--- config.mk ---
export PLATFORM = sky130hd
export DESIGN_NAME = pngu_queue
export DESIGN_NICKNAME = d
export VERILOG_FILES = /design/src/pngu_pkg.sv /design/src/pngu_queue.sv
export SDC_FILE = /design/constraint.sdc
export NUM_CORES = 1
export LEC_CHECK = 0
export ABC_AREA = 1
export BUFFER_PORTS_ARGS = -buffer_cell sky130_fd_sc_hd__clkbuf_2
export CAP_MARGIN = 20
export CORE_ASPECT_RATIO = 0.8
export CORE_UTILIZATION = 59
export CTS_BUF_LIST = sky130_fd_sc_hd__clkbuf_8
export CTS_CLUSTER_SIZE = 16
export DETAILED_ROUTE_END_ITERATION = 16
export PLACE_DENSITY_LB_ADDON = 0.08
export SLEW_MARGIN = 20
export SYNTH_ARGS = -nofsm -noshare
export SYNTH_HDL_FRONTEND = slang
export SYNTH_SLANG_ARGS = --single-unit
--- constraint.sdc ---
create_clock -name clock -period 3.4 [get_ports clock]
set_input_delay 0 -clock clock [delete_from_list [all_inputs] [get_ports clock]]
set_output_delay 0 -clock clock [all_outputs]
set_load 0.1 [all_outputs]
--- src/pngu_pkg.sv ---
package pngu_pkg;

   // Line buffer geometry
   localparam int MAX_ROW_BYTES = 16384;
   localparam int COL_W = $clog2(MAX_ROW_BYTES);
   localparam int POS_W = $clog2(MAX_ROW_BYTES + 1);
   localparam int BPP_W = 3;
   localparam int RB_W = 15;
   localparam int CMP_W = (POS_W > RB_W) ? POS_W : RB_W;
   localparam int CSR_W = RB_W;

   // Work queue between front and back
   localparam int QUEUE_DEPTH = 4;
   localparam int QPTR_W = $clog2(QUEUE_DEPTH);
   localparam int QCNT_W = $clog2(QUEUE_DEPTH + 1);

   // Largest pixel width in bytes
   localparam int MAX_BPP = 4;
   localparam int SEL_W = $clog2(MAX_BPP);

   // Register indexes
   typedef enum logic [0:0] {
      CSR_BYTES_PER_PIXEL = 1'b0,
      CSR_ROW_BYTES       = 1'b1
   } csr_index_type;

   // Row filter codes
   typedef enum logic [2:0] {
      FILT_NONE  = 3'd0,
      FILT_SUB   = 3'd1,
      FILT_UP    = 3'd2,
      FILT_AVG   = 3'd3,
      FILT_PAETH = 3'd4
   } filter_type;

   typedef struct packed {
      logic [7:0] data_byte;
      logic       new_image;
   } req_type;

   typedef struct packed {
      logic [7:0] pixel_byte;
      logic       row_end;
      logic       bad_filter;
   } rsp_type;

   // One classified byte of work for the back end
   typedef struct packed {
      logic [7:0]       data_byte;
      filter_type       filter;
      logic [COL_W-1:0] col;
      logic [SEL_W-1:0] sel;
      logic             has_left;
      logic             first_row;
      logic             last;
      logic             bad;
   } entry_type;

   typedef struct packed {
      logic      valid;
      entry_type entry;
   } push_type;

   typedef struct packed {
      logic full;
      logic empty;
   } q_status_type;

endpackage

--- src/pngu_queue.sv ---
module pngu_queue (
   input  logic                    clock,
   input  logic                    reset,
   input  pngu_pkg::push_type      push,
   input  logic                    pop,
   output pngu_pkg::entry_type     head,
   output pngu_pkg::q_status_type  q_status
);

   pngu_pkg::entry_type         slots_ff [pngu_pkg::QUEUE_DEPTH];
   logic [pngu_pkg::QPTR_W-1:0] wr_ptr_ff, wr_ptr_in;
   logic [pngu_pkg::QPTR_W-1:0] rd_ptr_ff, rd_ptr_in;
   logic [pngu_pkg::QCNT_W-1:0] count_ff, count_in;
   logic                        do_push;
   logic                        do_pop;

   assign q_status.full  = count_ff == pngu_pkg::QCNT_W'(pngu_pkg::QUEUE_DEPTH);
   assign q_status.empty = count_ff == '0;
   assign do_push = push.valid && !q_status.full;
   assign do_pop  = pop && !q_status.empty;
   assign head    = slots_ff[rd_ptr_ff];

   // Pointer and fill count
   always_comb begin
      wr_ptr_in = wr_ptr_ff;
      rd_ptr_in = rd_ptr_ff;
      count_in  = count_ff;
      if (do_push) begin
         wr_ptr_in = wr_ptr_ff + pngu_pkg::QPTR_W'(1);
      end
      if (do_pop) begin
         rd_ptr_in = rd_ptr_ff + pngu_pkg::QPTR_W'(1);
      end
      if (do_push && !do_pop) begin
         count_in = count_ff + pngu_pkg::QCNT_W'(1);
      end else if (do_pop && !do_push) begin
         count_in = count_ff - pngu_pkg::QCNT_W'(1);
      end
   end

   always_ff @(posedge clock) begin
      if (reset) begin
         wr_ptr_ff <= '0;
         rd_ptr_ff <= '0;
         count_ff  <= '0;
      end else begin
         wr_ptr_ff <= wr_ptr_in;
         rd_ptr_ff <= rd_ptr_in;
         count_ff  <= count_in;
      end
   end

   // Entry storage
   always_ff @(posedge clock) begin
      if (do_push) begin
         slots_ff[wr_ptr_ff] <= push.entry;
      end
   end

endmodule

==> impl_summary.md <==
Final layout
The number of antenna diodes in the final layout is 0. The share of final-layout standard cells stronger than drive strength 1 is 23.63%. The finished cells cover 6324 um2. The count of nets after finishing is 519. Relative to the synthesized area, the layout overhead comes to 23.00%. Cells fill 74.54% of the core in the end.

Synthesis
The sequential fraction of the synthesis area is 75.93%. The count of flip-flops with a built-in enable after synthesis is 124. By area the synthesized netlist is led by edfxtp_1 72%, nor2_1 5.5%, o22ai_1 3.8%. Sorting the synthesized cells by how often they occur yields 124 x edfxtp_1, 75 x nor2_1, 34 x o21ai_1. The share of the synthesized area in the top cell type is 72.43%. The predominant post-synthesis flop cell is edfxtp_1.

The post-synth net total is 411. The mean instance size in the synthesized netlist is 13.90 um2. Yosys printed 0 warnings. The number of distinct library cells after synthesis is 21. In this run the cell area of the synthesized design comes to 5141 um2.

The fraction of synthesis flops using an asynchronous set or reset pin is 0%. The most frequent cell after synthesis is edfxtp_1. After synthesis the netlist holds a flip-flop and latch count of 133.

The cell type with the highest aggregate area in the netlist is edfxtp_1. The post-synthesis instance total is 370.

STA
The final count of hold timing violations is 0. Setup total negative slack on the finished layout was measured at 0 ns. The maximum clock frequency is 0.4212 GHz.

In the post-route analysis, the smallest setup slack over all paths is 1.026 ns. The final setup violation count is 0. The minimum period implied by the final worst setup slack is 2.374 ns. The max-slew violation total from the final report was 0. Setup repair after global routing left no endpoint under its margin. For the final database, setup skew stands at 0.01094 ns. The final critical-path share of the clock period is 69.82%. At the pin with the least slew margin, the transition time is 1.006 ns. Measured against its own limit, the worst slew margin works out to 32.77%.

Die
The die outline height is 85.50 um. 68 I/O pins were placed. The initial cell density of the core is 60.60%. In this run the core area contains 30 standard-cell rows. Measured along the x axis, the die boundary spans 106.4 um. The die outline area is 9094 um2. The region available for standard cell placement spans 8483 um2.

Clock tree
The buffer levels on the longest clock path is 2. The number of clock buffers added by TritonCTS is 17. TritonCTS built the clock tree. The worst-skew pair later-pin latency is 0.42 ns. The root buffer cell is clkbuf_8. CTS built an H-tree with a depth of 4. The quantity of gates resized following cts is 0. The clock slew seen by the registers of the worst setup and hold paths is 0.07 ns. The count of clock tree sinks is 133. Post-CTS timing repair inserted 0 buffers for setup.

Power and ir drop
The worst-case vdd ir drop is 0.6363 mV. The total leakage power is 2.340 nW. Power spread over the standard cell area amounts to 946.2 nW/um2.

Detailed routing
The final wirelength is 10.18 mm. The met1 layer wirelength in the final routing is 4.373 mm. The number of antenna-violating nets in the routed design is 0. The total DRC errors in the routed layout is 0. Summed over all nets, wire length on met3 after detailed routing comes to 554 um. The routed via count is 3264.

The first-pass detailed-route iteration total is 5. In the final routed layout, each cell accounts on average for 16.88 um. The wire length on met2 is 5.139 mm.

The first routing iteration left 205 violations. The uppermost metal layer occupied by signal nets is met4. The detailed-route vias per instance is 5.413.

Global route
The number of antenna violations at the first check in global routing is 0. The maximum number of pins on one net before global-route repair is 63. Global routing finished with a remaining overflow of 0.

The total track usage is 24.46%. The wire length of the first global-routing pass is 16.29 mm. The via count of the first global-routing pass is 3395.

Setup path
The arrival time of data at the critical path endpoint is 2.37 ns. In this run the critical register-to-register path is launched from count_ff[1]. The worst setup path is captured at an output pin.

The worst endpoint required time is 3.40 ns. The startpoint type of the worst setup path is a flop. The setup path with the least slack is of type reg -> out. The biggest fanout along the worst timing path is 31.

Placement
The area after detailed placement is 5528 um2. The placement-stage worst setup slack is 1.437 ns. The routability-driven placement congestion ratio is 0.7530. The HPWL after detailed placement is 5.516 mm. During placement, the flow inserted port buffers numbering 67.

Outcome
The run finished with clean final reports.

Min path
The worst hold path begins at push[27]. The path category of the worst min-delay check is in -> reg.

Job
The max-capacitance violation count is 0.
[layout by cell type, fill, tap and decap left out, drive strengths merged]
cell type | netlist | final
buf | 19 | 6
clkbuf | 0 | 84
nand3 | 4 | 4
nand2 | 15 | 15
dlygate4sd3 | 0 | 35
edfxtp | 124 | 124
xor2 | 1 | 1
o21ai | 63 | 63
o22ai | 31 | 31
nor2 | 76 | 76
inv | 18 | 18
nand3b | 1 | 1
ha | 5 | 5
a21oi | 3 | 3
fa | 1 | 1
clkinv | 0 | 9
bufinv | 0 | 5
clkinvlp | 0 | 1
dfxtp | 9 | 9
[area by class of cell]
| type | count | area, um2 |
|---|---|---|
| flip-flops and latches | 133 | 3905 |
| clock inverters | 15 | 211.5 |
| fillers | 563 | 2160 |
| well taps | 112 | 140.1 |
| clock buffers | 17 | 234.0 |
| inverters | 18 | 75.07 |
| repair buffers | 108 | 730.7 |
| multi-input cells | 200 | 1027 |
[power breakdown]
| part | total [W] | internal (W) | switching, W |
|---|---|---|---|
| clock network | 0.00146 | 0.000865 | 0.000592 |
| logic | 0.00244 | 0.000391 | 0.00205 |
| registers | 0.00208 | 0.00199 | 0.0000916 |
| total | 0.00598 | 0.00325 | 0.00273 |
[kinds of logic after synthesis]
kind of cell | count (synthesis) | synth area share, %
simple gates | 96 | 7.423
compound gates | 97 | 10.20
flops | 133 | 75.93
buf+inv | 37 | 4.673
xor+xnor | 1 | 0.1704
fa+ha+maj | 6 | 1.606
[through the flow]
step           power, W  hold WS (ns)  cells
5_1_grt        0.006209        0.3213    603
6_report       0.005983        0.3370    603
3_5_place_dp   0.004517        0.2215    536
4_1_cts        0.006010        0.3152    603
3_3_place_gp   0.004489        0.2206    536
2_1_floorplan  0.004181       0.06907    370
[metal layers]
metal | up-vias | GRT usage, %
met2 | 108 | 40.97
met1 | 1565 | 30.77
met5 | - | 0
met3 | 14 | 6.687
met4 | 0 | 9.470
li1 | 1577 | -
[flip-flops by register name (all words and copies together) (netlist names), named ones only]
signal and count:
wr_ptr_ff 2, slots_ff 124, rd_ptr_ff 2, count_ff 3
[critical path, cell delays in order (launching register included)]
cell	delay [ns]
dfxtp_1	0.52
inv_2	0.55
o21ai_1	0.18
o22ai_1	0.19
clkbuf_2	0.50
[what timing repair did]
action	in CTS	in global routing
hold endpoints to repair	133	0
hold buffers	35	0
endpoints found under the setup margin	0	0
[worst paths after layout]
check / slack, ns / cells past startpoint / to
setup / recovery: 1.03 / 4 / head[3]
hold / removal: 0.34 / 2 / slots_ff[0][27]
setup reg to reg: 1.42 / 9 / count_ff[1]
hold reg to reg: 0.51 / 2 / rd_ptr_ff[1]
Power figures use the tool's default switching activity.
