<file path="src/pngu_pkg.sv">
package pngu_pkg;

   // Line buffer geometry
   localparam int MAX_ROW_BYTES = 16384;
   localparam int COL_W = $clog2(MAX_ROW_BYTES);
   localparam int POS_W = $clog2(MAX_ROW_BYTES + 1);
   localparam int BPP_W = 3;
   localparam int RB_W = 15;
   localparam int CMP_W = (POS_W > RB_W) ? POS_W : RB_W;
   localparam int CSR_W = RB_W;

   // Work queue between front and back
   localparam int QUEUE_DEPTH = 4;
   localparam int QPTR_W = $clog2(QUEUE_DEPTH);
   localparam int QCNT_W = $clog2(QUEUE_DEPTH + 1);

   // Largest pixel width in bytes
   localparam int MAX_BPP = 4;
   localparam int SEL_W = $clog2(MAX_BPP);

   // Register indexes
   typedef enum logic [0:0] {
      CSR_BYTES_PER_PIXEL = 1'b0,
      CSR_ROW_BYTES       = 1'b1
   } csr_index_type;

   // Row filter codes
   typedef enum logic [2:0] {
      FILT_NONE  = 3'd0,
      FILT_SUB   = 3'd1,
      FILT_UP    = 3'd2,
      FILT_AVG   = 3'd3,
      FILT_PAETH = 3'd4
   } filter_type;

   typedef struct packed {
      logic [7:0] data_byte;
      logic       new_image;
   } req_type;

   typedef struct packed {
      logic [7:0] pixel_byte;
      logic       row_end;
      logic       bad_filter;
   } rsp_type;

   // One classified byte of work for the back end
   typedef struct packed {
      logic [7:0]       data_byte;
      filter_type       filter;
      logic [COL_W-1:0] col;
      logic [SEL_W-1:0] sel;
      logic             has_left;
      logic             first_row;
      logic             last;
      logic             bad;
   } entry_type;

   typedef struct packed {
      logic      valid;
      entry_type entry;
   } push_type;

   typedef struct packed {
      logic full;
      logic empty;
   } q_status_type;

endpackage

</file>
<file path="src/pngu_front.sv">
module pngu_front (
   input  logic                         clock,
   input  logic                         reset,
   input  logic [pngu_pkg::BPP_W-1:0]   bpp_cfg,
   input  logic [pngu_pkg::RB_W-1:0]    row_bytes_cfg,
   input  logic                         req_valid,
   input  pngu_pkg::req_type            req_data,
   output logic                         req_stall,
   input  pngu_pkg::q_status_type       q_status,
   output pngu_pkg::push_type           push
);

   logic [pngu_pkg::POS_W-1:0] pos_ff, pos_in;
   pngu_pkg::filter_type       filter_ff, filter_in;
   logic                       first_ff, first_in;
   logic                       err_ff, err_in;

   logic                       fire;
   logic [pngu_pkg::POS_W-1:0] pos_cur;
   logic                       first_cur;
   logic                       err_cur;
   logic [pngu_pkg::BPP_W-1:0] bpp_eff;
   logic [pngu_pkg::RB_W-1:0]  rb_eff;
   logic [pngu_pkg::COL_W-1:0] col;
   logic                       last;

   assign req_stall = q_status.full;
   assign fire = req_valid && !q_status.full;

   // Clamp the registers to their legal ranges
   always_comb begin
      bpp_eff = bpp_cfg;
      if (bpp_cfg == '0) begin
         bpp_eff = pngu_pkg::BPP_W'(1);
      end else if (bpp_cfg > pngu_pkg::BPP_W'(pngu_pkg::MAX_BPP)) begin
         bpp_eff = pngu_pkg::BPP_W'(pngu_pkg::MAX_BPP);
      end
      rb_eff = row_bytes_cfg;
      if (row_bytes_cfg == '0) begin
         rb_eff = pngu_pkg::RB_W'(1);
      end else if (pngu_pkg::CMP_W'(row_bytes_cfg) >
                   pngu_pkg::CMP_W'(pngu_pkg::MAX_ROW_BYTES)) begin
         rb_eff = pngu_pkg::RB_W'(pngu_pkg::MAX_ROW_BYTES);
      end
   end

   // new_image restarts the image before the byte is classified
   assign pos_cur   = req_data.new_image ? '0 : pos_ff;
   assign first_cur = req_data.new_image ? 1'b1 : first_ff;
   assign err_cur   = req_data.new_image ? 1'b0 : err_ff;

   assign col  = pngu_pkg::COL_W'(pos_cur - pngu_pkg::POS_W'(1));
   assign last = (pngu_pkg::CMP_W'(col) + pngu_pkg::CMP_W'(1)) >= pngu_pkg::CMP_W'(rb_eff);

   // Classify the request
   always_comb begin
      pos_in    = pos_ff;
      filter_in = filter_ff;
      first_in  = first_ff;
      err_in    = err_ff;
      push.valid           = 1'b0;
      push.entry.data_byte = req_data.data_byte;
      push.entry.filter    = filter_ff;
      push.entry.col       = col;
      push.entry.sel       = pngu_pkg::SEL_W'(bpp_eff - pngu_pkg::BPP_W'(1));
      push.entry.has_left  = pngu_pkg::CMP_W'(col) >= pngu_pkg::CMP_W'(bpp_eff);
      push.entry.first_row = first_cur;
      push.entry.last      = last;
      push.entry.bad       = 1'b0;
      if (fire) begin
         pos_in   = pos_cur;
         first_in = first_cur;
         err_in   = err_cur;
         if (err_cur) begin
            // dropped until the next image
         end else if (pos_cur == '0) begin
            if (req_data.data_byte > 8'(pngu_pkg::FILT_PAETH)) begin
               err_in          = 1'b1;
               push.valid      = 1'b1;
               push.entry.bad  = 1'b1;
            end else begin
               filter_in = pngu_pkg::filter_type'(req_data.data_byte[2:0]);
               pos_in    = pngu_pkg::POS_W'(1);
            end
         end else begin
            push.valid = 1'b1;
            if (last) begin
               pos_in   = '0;
               first_in = 1'b0;
            end else begin
               pos_in = pngu_pkg::POS_W'(col) + pngu_pkg::POS_W'(2);
            end
         end
      end
   end

   always_ff @(posedge clock) begin
      if (reset) begin
         pos_ff    <= '0;
         filter_ff <= pngu_pkg::FILT_NONE;
         first_ff  <= 1'b1;
         err_ff    <= 1'b0;
      end else begin
         pos_ff    <= pos_in;
         filter_ff <= filter_in;
         first_ff  <= first_in;
         err_ff    <= err_in;
      end
   end

endmodule

</file>
<file path="config.mk">
export PLATFORM = sky130hd
export DESIGN_NAME = pngu_front
export DESIGN_NICKNAME = d
export VERILOG_FILES = /design/src/pngu_pkg.sv /design/src/pngu_front.sv
export SDC_FILE = /design/constraint.sdc
export NUM_CORES = 1
export LEC_CHECK = 0
export ABC_CLOCK_PERIOD_IN_PS = 6700
export BUFFER_PORTS_ARGS = -buffer_cell sky130_fd_sc_hd__buf_4
export CAP_MARGIN = 5
export CORE_ASPECT_RATIO = 0.9
export CORE_MARGIN = 5
export CORE_UTILIZATION = 49
export DETAILED_ROUTE_END_ITERATION = 10
export PLACE_DENSITY_LB_ADDON = 0.2
export SLEW_MARGIN = 0
export SYNTH_ARGS = -nofsm -noshare
export SYNTH_HDL_FRONTEND = slang
export SYNTH_SLANG_ARGS = --single-unit
</file>
<file path="constraint.sdc">
create_clock -name clock -period 6.7 [get_ports clock]
set_input_delay 1.34 -clock clock [delete_from_list [all_inputs] [get_ports clock]]
set_output_delay 1.34 -clock clock [all_outputs]
set_load 0.05 [all_outputs]
</file>
==> results.md, run 1 <==
* Yosys warns at 0
* Setup crit end kind: output pin
* Finished Cell Area at 3020 um2
* Input/output buffers at between 60 and 70
* Met1 Use GR at 0.302
* Critical Path RT at 5.36 ns
* Synth Flop Type: dfxtp_1
* Std-Cell Core Area at 4830 um2
* Avg Cell Area, Syn at 7.42 um2
* Hold Path End: pos_ff[14]
* FP Rows at 24
* Met2 Use GR at 0.348
* Syn Nets at 382
* Largest delay share family, worst path: compound AO/OA/AOI/OAI gates
* Clk buf depth at 2
* TritonCTS clock tree: done
* Setup TNS at 0 ns
* Post-Route WL at 7030 um
* Die ar. at 6500 um2
* Final hold vios at 0
* Max-cap violations at 0
* Area of the multi-input gates at 1870 um2
* NetSw at 0.327 mW
* CP max-delay cell: or4b_4
* Antenna Nets Post-Route at 0
* Reg area at 400 um2
* Root buffer cell: clkbuf_8
* Reg clk slew, reported paths at 0.07 ns
* Xor and xnor area share after synthesis at 0.0789
* Initial antenna violation count at 0
* Fin nets at 433
* Mapped Area at 2440 um2
* Post-synthesis mux area share at 0.0246
* Number of global-route vias before repair at 2514
* H-Tree Depth at 1
* Max Clk Rate at around 0.16 GHz
* Synth unique cells at 59
* Synth top area share at 0.164
* Residual DRC at 0
* Antenna diode count at 0
* Vias per cell at 5.84
* Adder-Cell Fraction of Synth Area at 0.108
* I/O Pins at 65
* Post-synth EDFFs at 0
* Total gr overflow at 0
* Initial core utilization at 0.505
* Hold Path Origin: pos_ff[14]
* CTS Buf Count at 3
* Crit path max fanout at 9
* Startpoint Class: primary input
* Post-synth ARST share at 0
* Post-synth top cells: 37 x nor2_1, 33 x nand2_1, 21 x ha_1
* Sequential area share after synthesis at 0.164
* R2r endpoint: pos_ff[13]
* GR met3 Demand/Resource at 0.0257
* Clock power share at 0.119
* CTS sink count at 20
* Relative slew slack at 0.576
* Gr usage total at 0.216
* Most numerous cell in the Yosys netlist: nor2_1
* Slew at the pin closest to its max-slew limit at 0.630 ns
* Setup Crit Path Kind: primary input to output pin
* First-pass detailed-route iteration total at 4
* Fraction of layout cells with a size suffix above 1 at 0.272
* Slew Limit Fails at 0
* Vias at 2585
* R2r startpoint: pos_ff[0]
* Total power at 0.670 mW
* Min cycle time layout at 6.29 ns
* Setup WS pre-CTS at 0.150 ns
* Top cells by area, synth: dfxtp_1 16%, ha_1 11%, nor2_1 5.7%
* Post-synthesis sequential element count at 20
* Area Growth Syn to Fin at 23.8%
* Worst path cell trace: buf_4, inv_1, nand2_1, ha_2, or4b_4, o311ai_2, o311ai_4, nand3_2, nor2_1, nand2_1, xnor2_1, ha_1, a21oi_1, o21ai_0, a2111oi_0, a21oi_1, nand2b_4, buf_4
* Post-DP Area at ~3000 um2
* Gate power share at 0.684
* Final worst slack at approximately 0.41 ns
* Gpl congestion at 0.932
* Worst path buffer plus inverter count at 3
* Reg2reg setup slack at 2.32 ns
* Cell Pwr Density at 222 nW/um2
* First-pass GRT wire length at 11800 um
* Max rail drop VDD at 0.115 mV
* RSZ-0062 raised after global routing: false
* Largest net degree at the start of global routing at 18
* Die height at 77.0 um
* Dpl hpwl at about 5600 um
* Main combinational cell family by area after synthesis: simple AND/OR/NAND/NOR gates
* Die W at approximately 84 um
* Slowest cell delay on critical path at roughly 0.53 ns
* Sequential power share at 0.197
* Synthesized-area fraction occupied by ao, oa, aoi and oai cells at 0.235
* Initial drt markers at 208
* Sw Ratio at 0.488
* # setup viols final at 0
* Fill cells at around 440
* Internal power at 0.343 mW
* WHS Path Cells at 2
* CP arrival at between 4 and 5 ns
* Outcome: finished clean
* FF-to-FF path depth at 21
* Worst Clk Skew at 0.00926 ns
* Hold Crit Class: flip-flop to flip-flop
* Post-Synth Simple-Gate Area at 0.292
* Cells after synthesis at 329
* Tcrit/Tclk final at 0.939
* Leak at 1.34 nW
* Post-synth top area cell: dfxtp_1
* Clock latency on the worst-skew pair at 0.26 ns
* Post-DR wirelength/cell at 15.9 um
* Most used routing layer: met2
-- metrics by stage --
stage	utilization	cells	hold WS, ns
after detailed placement	0.614	440	0.479
final	0.625	443	0.505
after global placement	0.614	440	0.472
after CTS	0.622	443	0.497
after floorplan	-	329	0.454
after global routing	0.625	443	0.548
-- routing by layer --
| metal | vias to the layer above | part of all wire |
|---|---|---|
| li1 | 1297 | - |
| met1 | 1195 | 0.47 |
| met2 | 84 | 0.47 |
| met3 | 9 | 0.051 |
| met4 | 0 | 0.013 |
| met5 | - | 0 |
-- placed cells by master, fill, tap and decap left out, types with 4 or more instances in the layout --
master / synthesis / routed
o21ai_0: 12 / 12
dfxtp_1: 20 / 20
a21oi_1: 18 / 18
nand4_1: 6 / 6
a22o_1: 6 / 6
xor2_1: 9 / 9
a22oi_1: 6 / 6
nor2b_1: 6 / 5
xnor2_1: 13 / 12
inv_1: 17 / 16
o211ai_1: 4 / 4
ha_1: 21 / 20
nand2_1: 33 / 33
nor4_1: 10 / 10
buf_4: 14 / 75
nand3_1: 5 / 4
or3_1: 5 / 4
nor2_1: 37 / 37
nor3_1: 5 / 5
a31oi_1: 4 / 4
mux2i_1: 6 / 6
-- layout make-up --
class                   count  share of cell area
well taps                  65              0.0269
repair buffers             75               0.186
flip-flops and latches     20               0.132
multi-input cells         263               0.619
clock buffers               3              0.0137
inverters                  17              0.0219
-- what timing repair did --
item                                   CTS  global route
gates resized for setup                  0             3
setup endpoints to repair                0             1
endpoints found under the hold margin    0             0
hold buffers                             0             0
buffers inserted                         0             0
-- worst max-delay path by stage --
stage | startpoint | end | slack (ns) | cells past startpoint
after global routing | req_data[0] | push[1] | 0.02 | 20
after detailed placement | req_data[0] | push[1] | 0.15 | 18
after CTS | req_data[0] | push[1] | 0.14 | 18
after global placement | req_data[0] | push[1] | 0.21 | 18
after floorplan | req_data[0] | push[1] | 0.06 | 19
final | req_data[0] | push[1] | 0.41 | 18
-- worst reg2reg max path, cell delays in order, from the launching register on --
cell and delay [ns]:
dfxtp_1 0.45, nor2b_4 0.22, inv_4 0.06, ha_2 0.23, buf_4 0.18, nor2_1 0.23, mux2i_1 0.12, o311ai_1 0.25
buf_4 0.20, nand3_2 0.11, nor2_1 0.14, nand2_1 0.10, xnor2_1 0.14, ha_1 0.32, a21oi_1 0.13, o21ai_0 0.14
a2111oi_0 0.35, a21oi_1 0.15, nand2b_4 0.19, nor4_1 0.28, buf_4 0.20, a22o_1 0.13
-- sequential cells by signal, indices dropped and copies added (netlist names) --
name / count
first_ff: 1
err_ff: 1
filter_ff: 3
pos_ff: 15
-- cell families after synthesis --
family,after synthesis
buffers and inverters,46
adders and majority gates,21
DFF,20
xor gates and xnor gates,22
and+or+nand+nor,135
AOI/OAI and AO/OA,79
muxes,6
-- power by group through the flow --
stage | logic (mW) | clock network, mW | registers (mW)
after floorplan | 0.355 | 0 | 0.130
after global placement | 0.446 | 0 | 0.134
after detailed placement | 0.455 | 0 | 0.134
after CTS | 0.458 | 0.0793 | 0.131
after global routing | 0.504 | 0.0822 | 0.133
final | 0.458 | 0.0800 | 0.132
(Power assumes the default switching activity.)
==> run 2, diff against run 1 <==
--- a/config.mk
+++ b/config.mk
@@ -5,11 +5,10 @@
 export SDC_FILE = /design/constraint.sdc
 export NUM_CORES = 1
 export LEC_CHECK = 0
-export ABC_CLOCK_PERIOD_IN_PS = 6700
 export BUFFER_PORTS_ARGS = -buffer_cell sky130_fd_sc_hd__buf_4
-export CAP_MARGIN = 5
+export CAP_MARGIN = 20
 export CORE_ASPECT_RATIO = 0.9
-export CORE_MARGIN = 5
+export CORE_MARGIN = 2
 export CORE_UTILIZATION = 49
 export DETAILED_ROUTE_END_ITERATION = 10
 export PLACE_DENSITY_LB_ADDON = 0.2
==> run 2 against run 1 <==
  * First-iteration DRC count grew 44%
  * Flip-flop and latch count is the same
  * Design area grew 1.0%
  * Count of clock-buffer cells in the layout grew 1
  * Setup slack lost 0.13 ns
  * Critical path depth is the same
==> results.md, run 2 (synthesized netlist as in run 1, its figures left out) <==
* Total gr overflow at 0 (unchanged)
* Worst Clk Skew at 0.00356 ns (-0.00571 ns)
* Commonest non-fill, non-tap cell in the layout: buf_4
* Input/output buffers at 63 (unchanged)
* Post-CTS setup buffers at 0 (unchanged)
* Gpl congestion at 0.887 (-4.8%)
* Largest register FFs at 15 (unchanged)
* Initial core utilization at 0.505 (unchanged)
* Vias per cell at 5.98 (+2.4%)
* Most numerous cell on the critical path: nand2_1
* H-Tree Depth at 1 (unchanged)
* Area Growth Syn to Fin at 25.1%
* Vias at 2665 (+3.1%)
* Reg area at 400 um2 (unchanged)
* Leak at 1.35 nW (+1.4%)
* Antenna diode count at 0 (unchanged)
* Fraction of layout cells with a size suffix above 1 at 0.278 (+0.00573)
* Worst path buffer plus inverter count at 3 (unchanged)
* TritonCTS clock tree: done
* CP arrival at 5.09 ns (+0.14 ns)
* Fill cells at 456 (+4.6%)
* R2r endpoint: pos_ff[1]
* Slew Limit Fails at 0 (unchanged)
* CTS sink count at 20 (unchanged)
* Setup Crit Path Kind: primary input to output pin
* Tcrit/Tclk final at 0.959 (+0.0198)
* Worst path cell trace: buf_4, inv_1, nand2_1, ha_1, or4b_1, o311ai_4, and4b_1, o21ai_0, nor2_1, nand2_1, xnor2_1, ha_1, nand2_1, o21ai_0, o211ai_1, a21oi_1, nand2b_4, buf_4
* Setup crit end kind: output pin
* Root buffer cell: clkbuf_8
* FP Rows at 24 (unchanged)
* Largest net degree at the start of global routing at 18 (unchanged)
* Residual DRC at 0 (unchanged)
* Post-DR wirelength/cell at 16.0 um (+1.1%)
* FF-to-FF path depth at 20 (-4.8%)
* First-pass GRT wire length at 11700 um (-1.3%)
* Min cycle time layout at 6.43 ns (+0.133 ns)
* Slew at the pin closest to its max-slew limit at 0.659 ns (+0.0298 ns)
* First-pass detailed-route iteration total at 7 (+3)
* CP max-delay cell: or4b_1
* Dpl hpwl at 5620 um (-0.40%)
* Reg clk slew, reported paths at 0.08 ns (about the same)
* Initial drt markers at 300 (+44%)
* CTS Buf Count at 3 (unchanged)
* Die W at 78.4 um (-7.1%)
* CTS Hold Bufs at 0 (unchanged)
* Total power at 0.701 mW (+4.6%)
* Final hold vios at 0 (unchanged)
* Relative slew slack at 0.556 (-0.0199)
* Critical Path RT at 5.36 ns (about the same)
* Slowest cell delay on critical path at 0.60 ns (+0.07 ns)
* Largest regs: pos_ff x15, filter_ff x3
* Top reg by flops: pos_ff
* Reg2reg setup slack at 2.28 ns (-0.04 ns)
* Max-cap violations at 0 (unchanged)
* Max rail drop VDD at 0.149 mV (+29%)
* Die ar. at 5560 um2 (-14%)
* I/O Pins at 65 (unchanged)
* Startpoint Class: primary input
* Crit path max fanout at 9 (unchanged)
* Setup TNS at 0 ns (unchanged)
* Post-Route WL at 7160 um (+1.8%)
* Timing endpoint of the critical path: push[1]
* Number of global-route vias before repair at 2418 (-3.8%)
* Gr usage total at 0.260 (+0.0438)
* Fin nets at 435 (+0.46%)
* Initial antenna violation count at 0 (unchanged)
* RSZ-0062 raised after global routing: false
* Clk buf depth at 2 (unchanged)
* Crit. path cell count at 18 (unchanged)
* Area of the multi-input gates at 1870 um2 (+0.13%)
* Die height at 71.0 um (-7.8%)
* Largest delay share family, worst path: simple AND/OR/NAND/NOR gates
* Antenna Nets Post-Route at 0 (unchanged)
* Outcome: finished clean
* Hold Crit Class: flip-flop to flip-flop
* Clock latency on the worst-skew pair at 0.27 ns (about the same)
* Std-Cell Core Area at 4830 um2 (unchanged)
* Crit path from: req_data[0]
* Cell Pwr Density at 229 nW/um2 (+3.6%)
* Most frequent cells in the layout: 77 x buf_4, 36 x nor2_1, 33 x nand2_1, 21 x ha_1, 20 x dfxtp_1
* # setup viols final at 0 (unchanged)
* Max Clk Rate at 0.156 GHz (-2.1%)
* R2r startpoint: pos_ff[0]
[run 2: per-layer routing]
| layer | wire, um | up-vias | track usage |
|---|---|---|---|
| met5 | 0 | - | 0 |
| met3 | 572 | 13 | 0.0332 |
| met4 | 102 | 0 | 0.0585 |
| li1 | - | 1286 | - |
| met2 | 3260 | 133 | 0.419 |
| met1 | 3220 | 1233 | 0.373 |
[run 2: what timing repair did]
action,in CTS,in global routing
endpoints found under the setup margin,0,1
gates resized for setup,0,4
hold endpoints to repair,0,0
[run 2: final cells by class]
type                            count  area share
Multi-Input combinational cell    263       0.613
Timing Repair Buffer               77       0.189
Sequential cell                    20       0.131
Tap cell                           65      0.0266
Inverter                           17      0.0217
Clock buffer                        4      0.0180
[run 2: worst min-delay path, stage by stage, from the launching register on]
cell	delay [ns]
dfxtp_1	0.34
mux2i_1	0.07
nor2_1	0.07
[run 2: metrics by stage]
stage	hold slack (ns)	area (um2)	setup slack [ns]	instances	util
global route	0.516	3050	0.0353	446	0.632
finish	0.507	3050	0.274	446	0.632
global placement	0.470	2980	0.242	442	0.617
CTS	0.506	3040	0.164	446	0.628
floorplan	0.454	2500	0.0556	329	-
detailed placement	0.486	2980	0.189	442	0.617
[run 2: worst min path at each step]
| stage | startpoint | to | depth (start not counted) |
|---|---|---|---|
| after floorplan | pos_ff[14] | pos_ff[14] | 2 |
| after global placement | pos_ff[14] | pos_ff[14] | 2 |
| after detailed placement | pos_ff[14] | pos_ff[14] | 2 |
| after CTS | pos_ff[14] | pos_ff[14] | 2 |
| after global routing | pos_ff[14] | pos_ff[14] | 2 |
| final | filter_ff[2] | filter_ff[2] | 2 |
[run 2: power by group]
part | leakage, nW | internal, mW | total, mW | switching [mW]
Sequential | 0.162 | 0.123 | 0.132 | 0.00819
Clock | 0.0288 | 0.0525 | 0.0973 | 0.0448
Combinational | 1.16 | 0.184 | 0.472 | 0.288
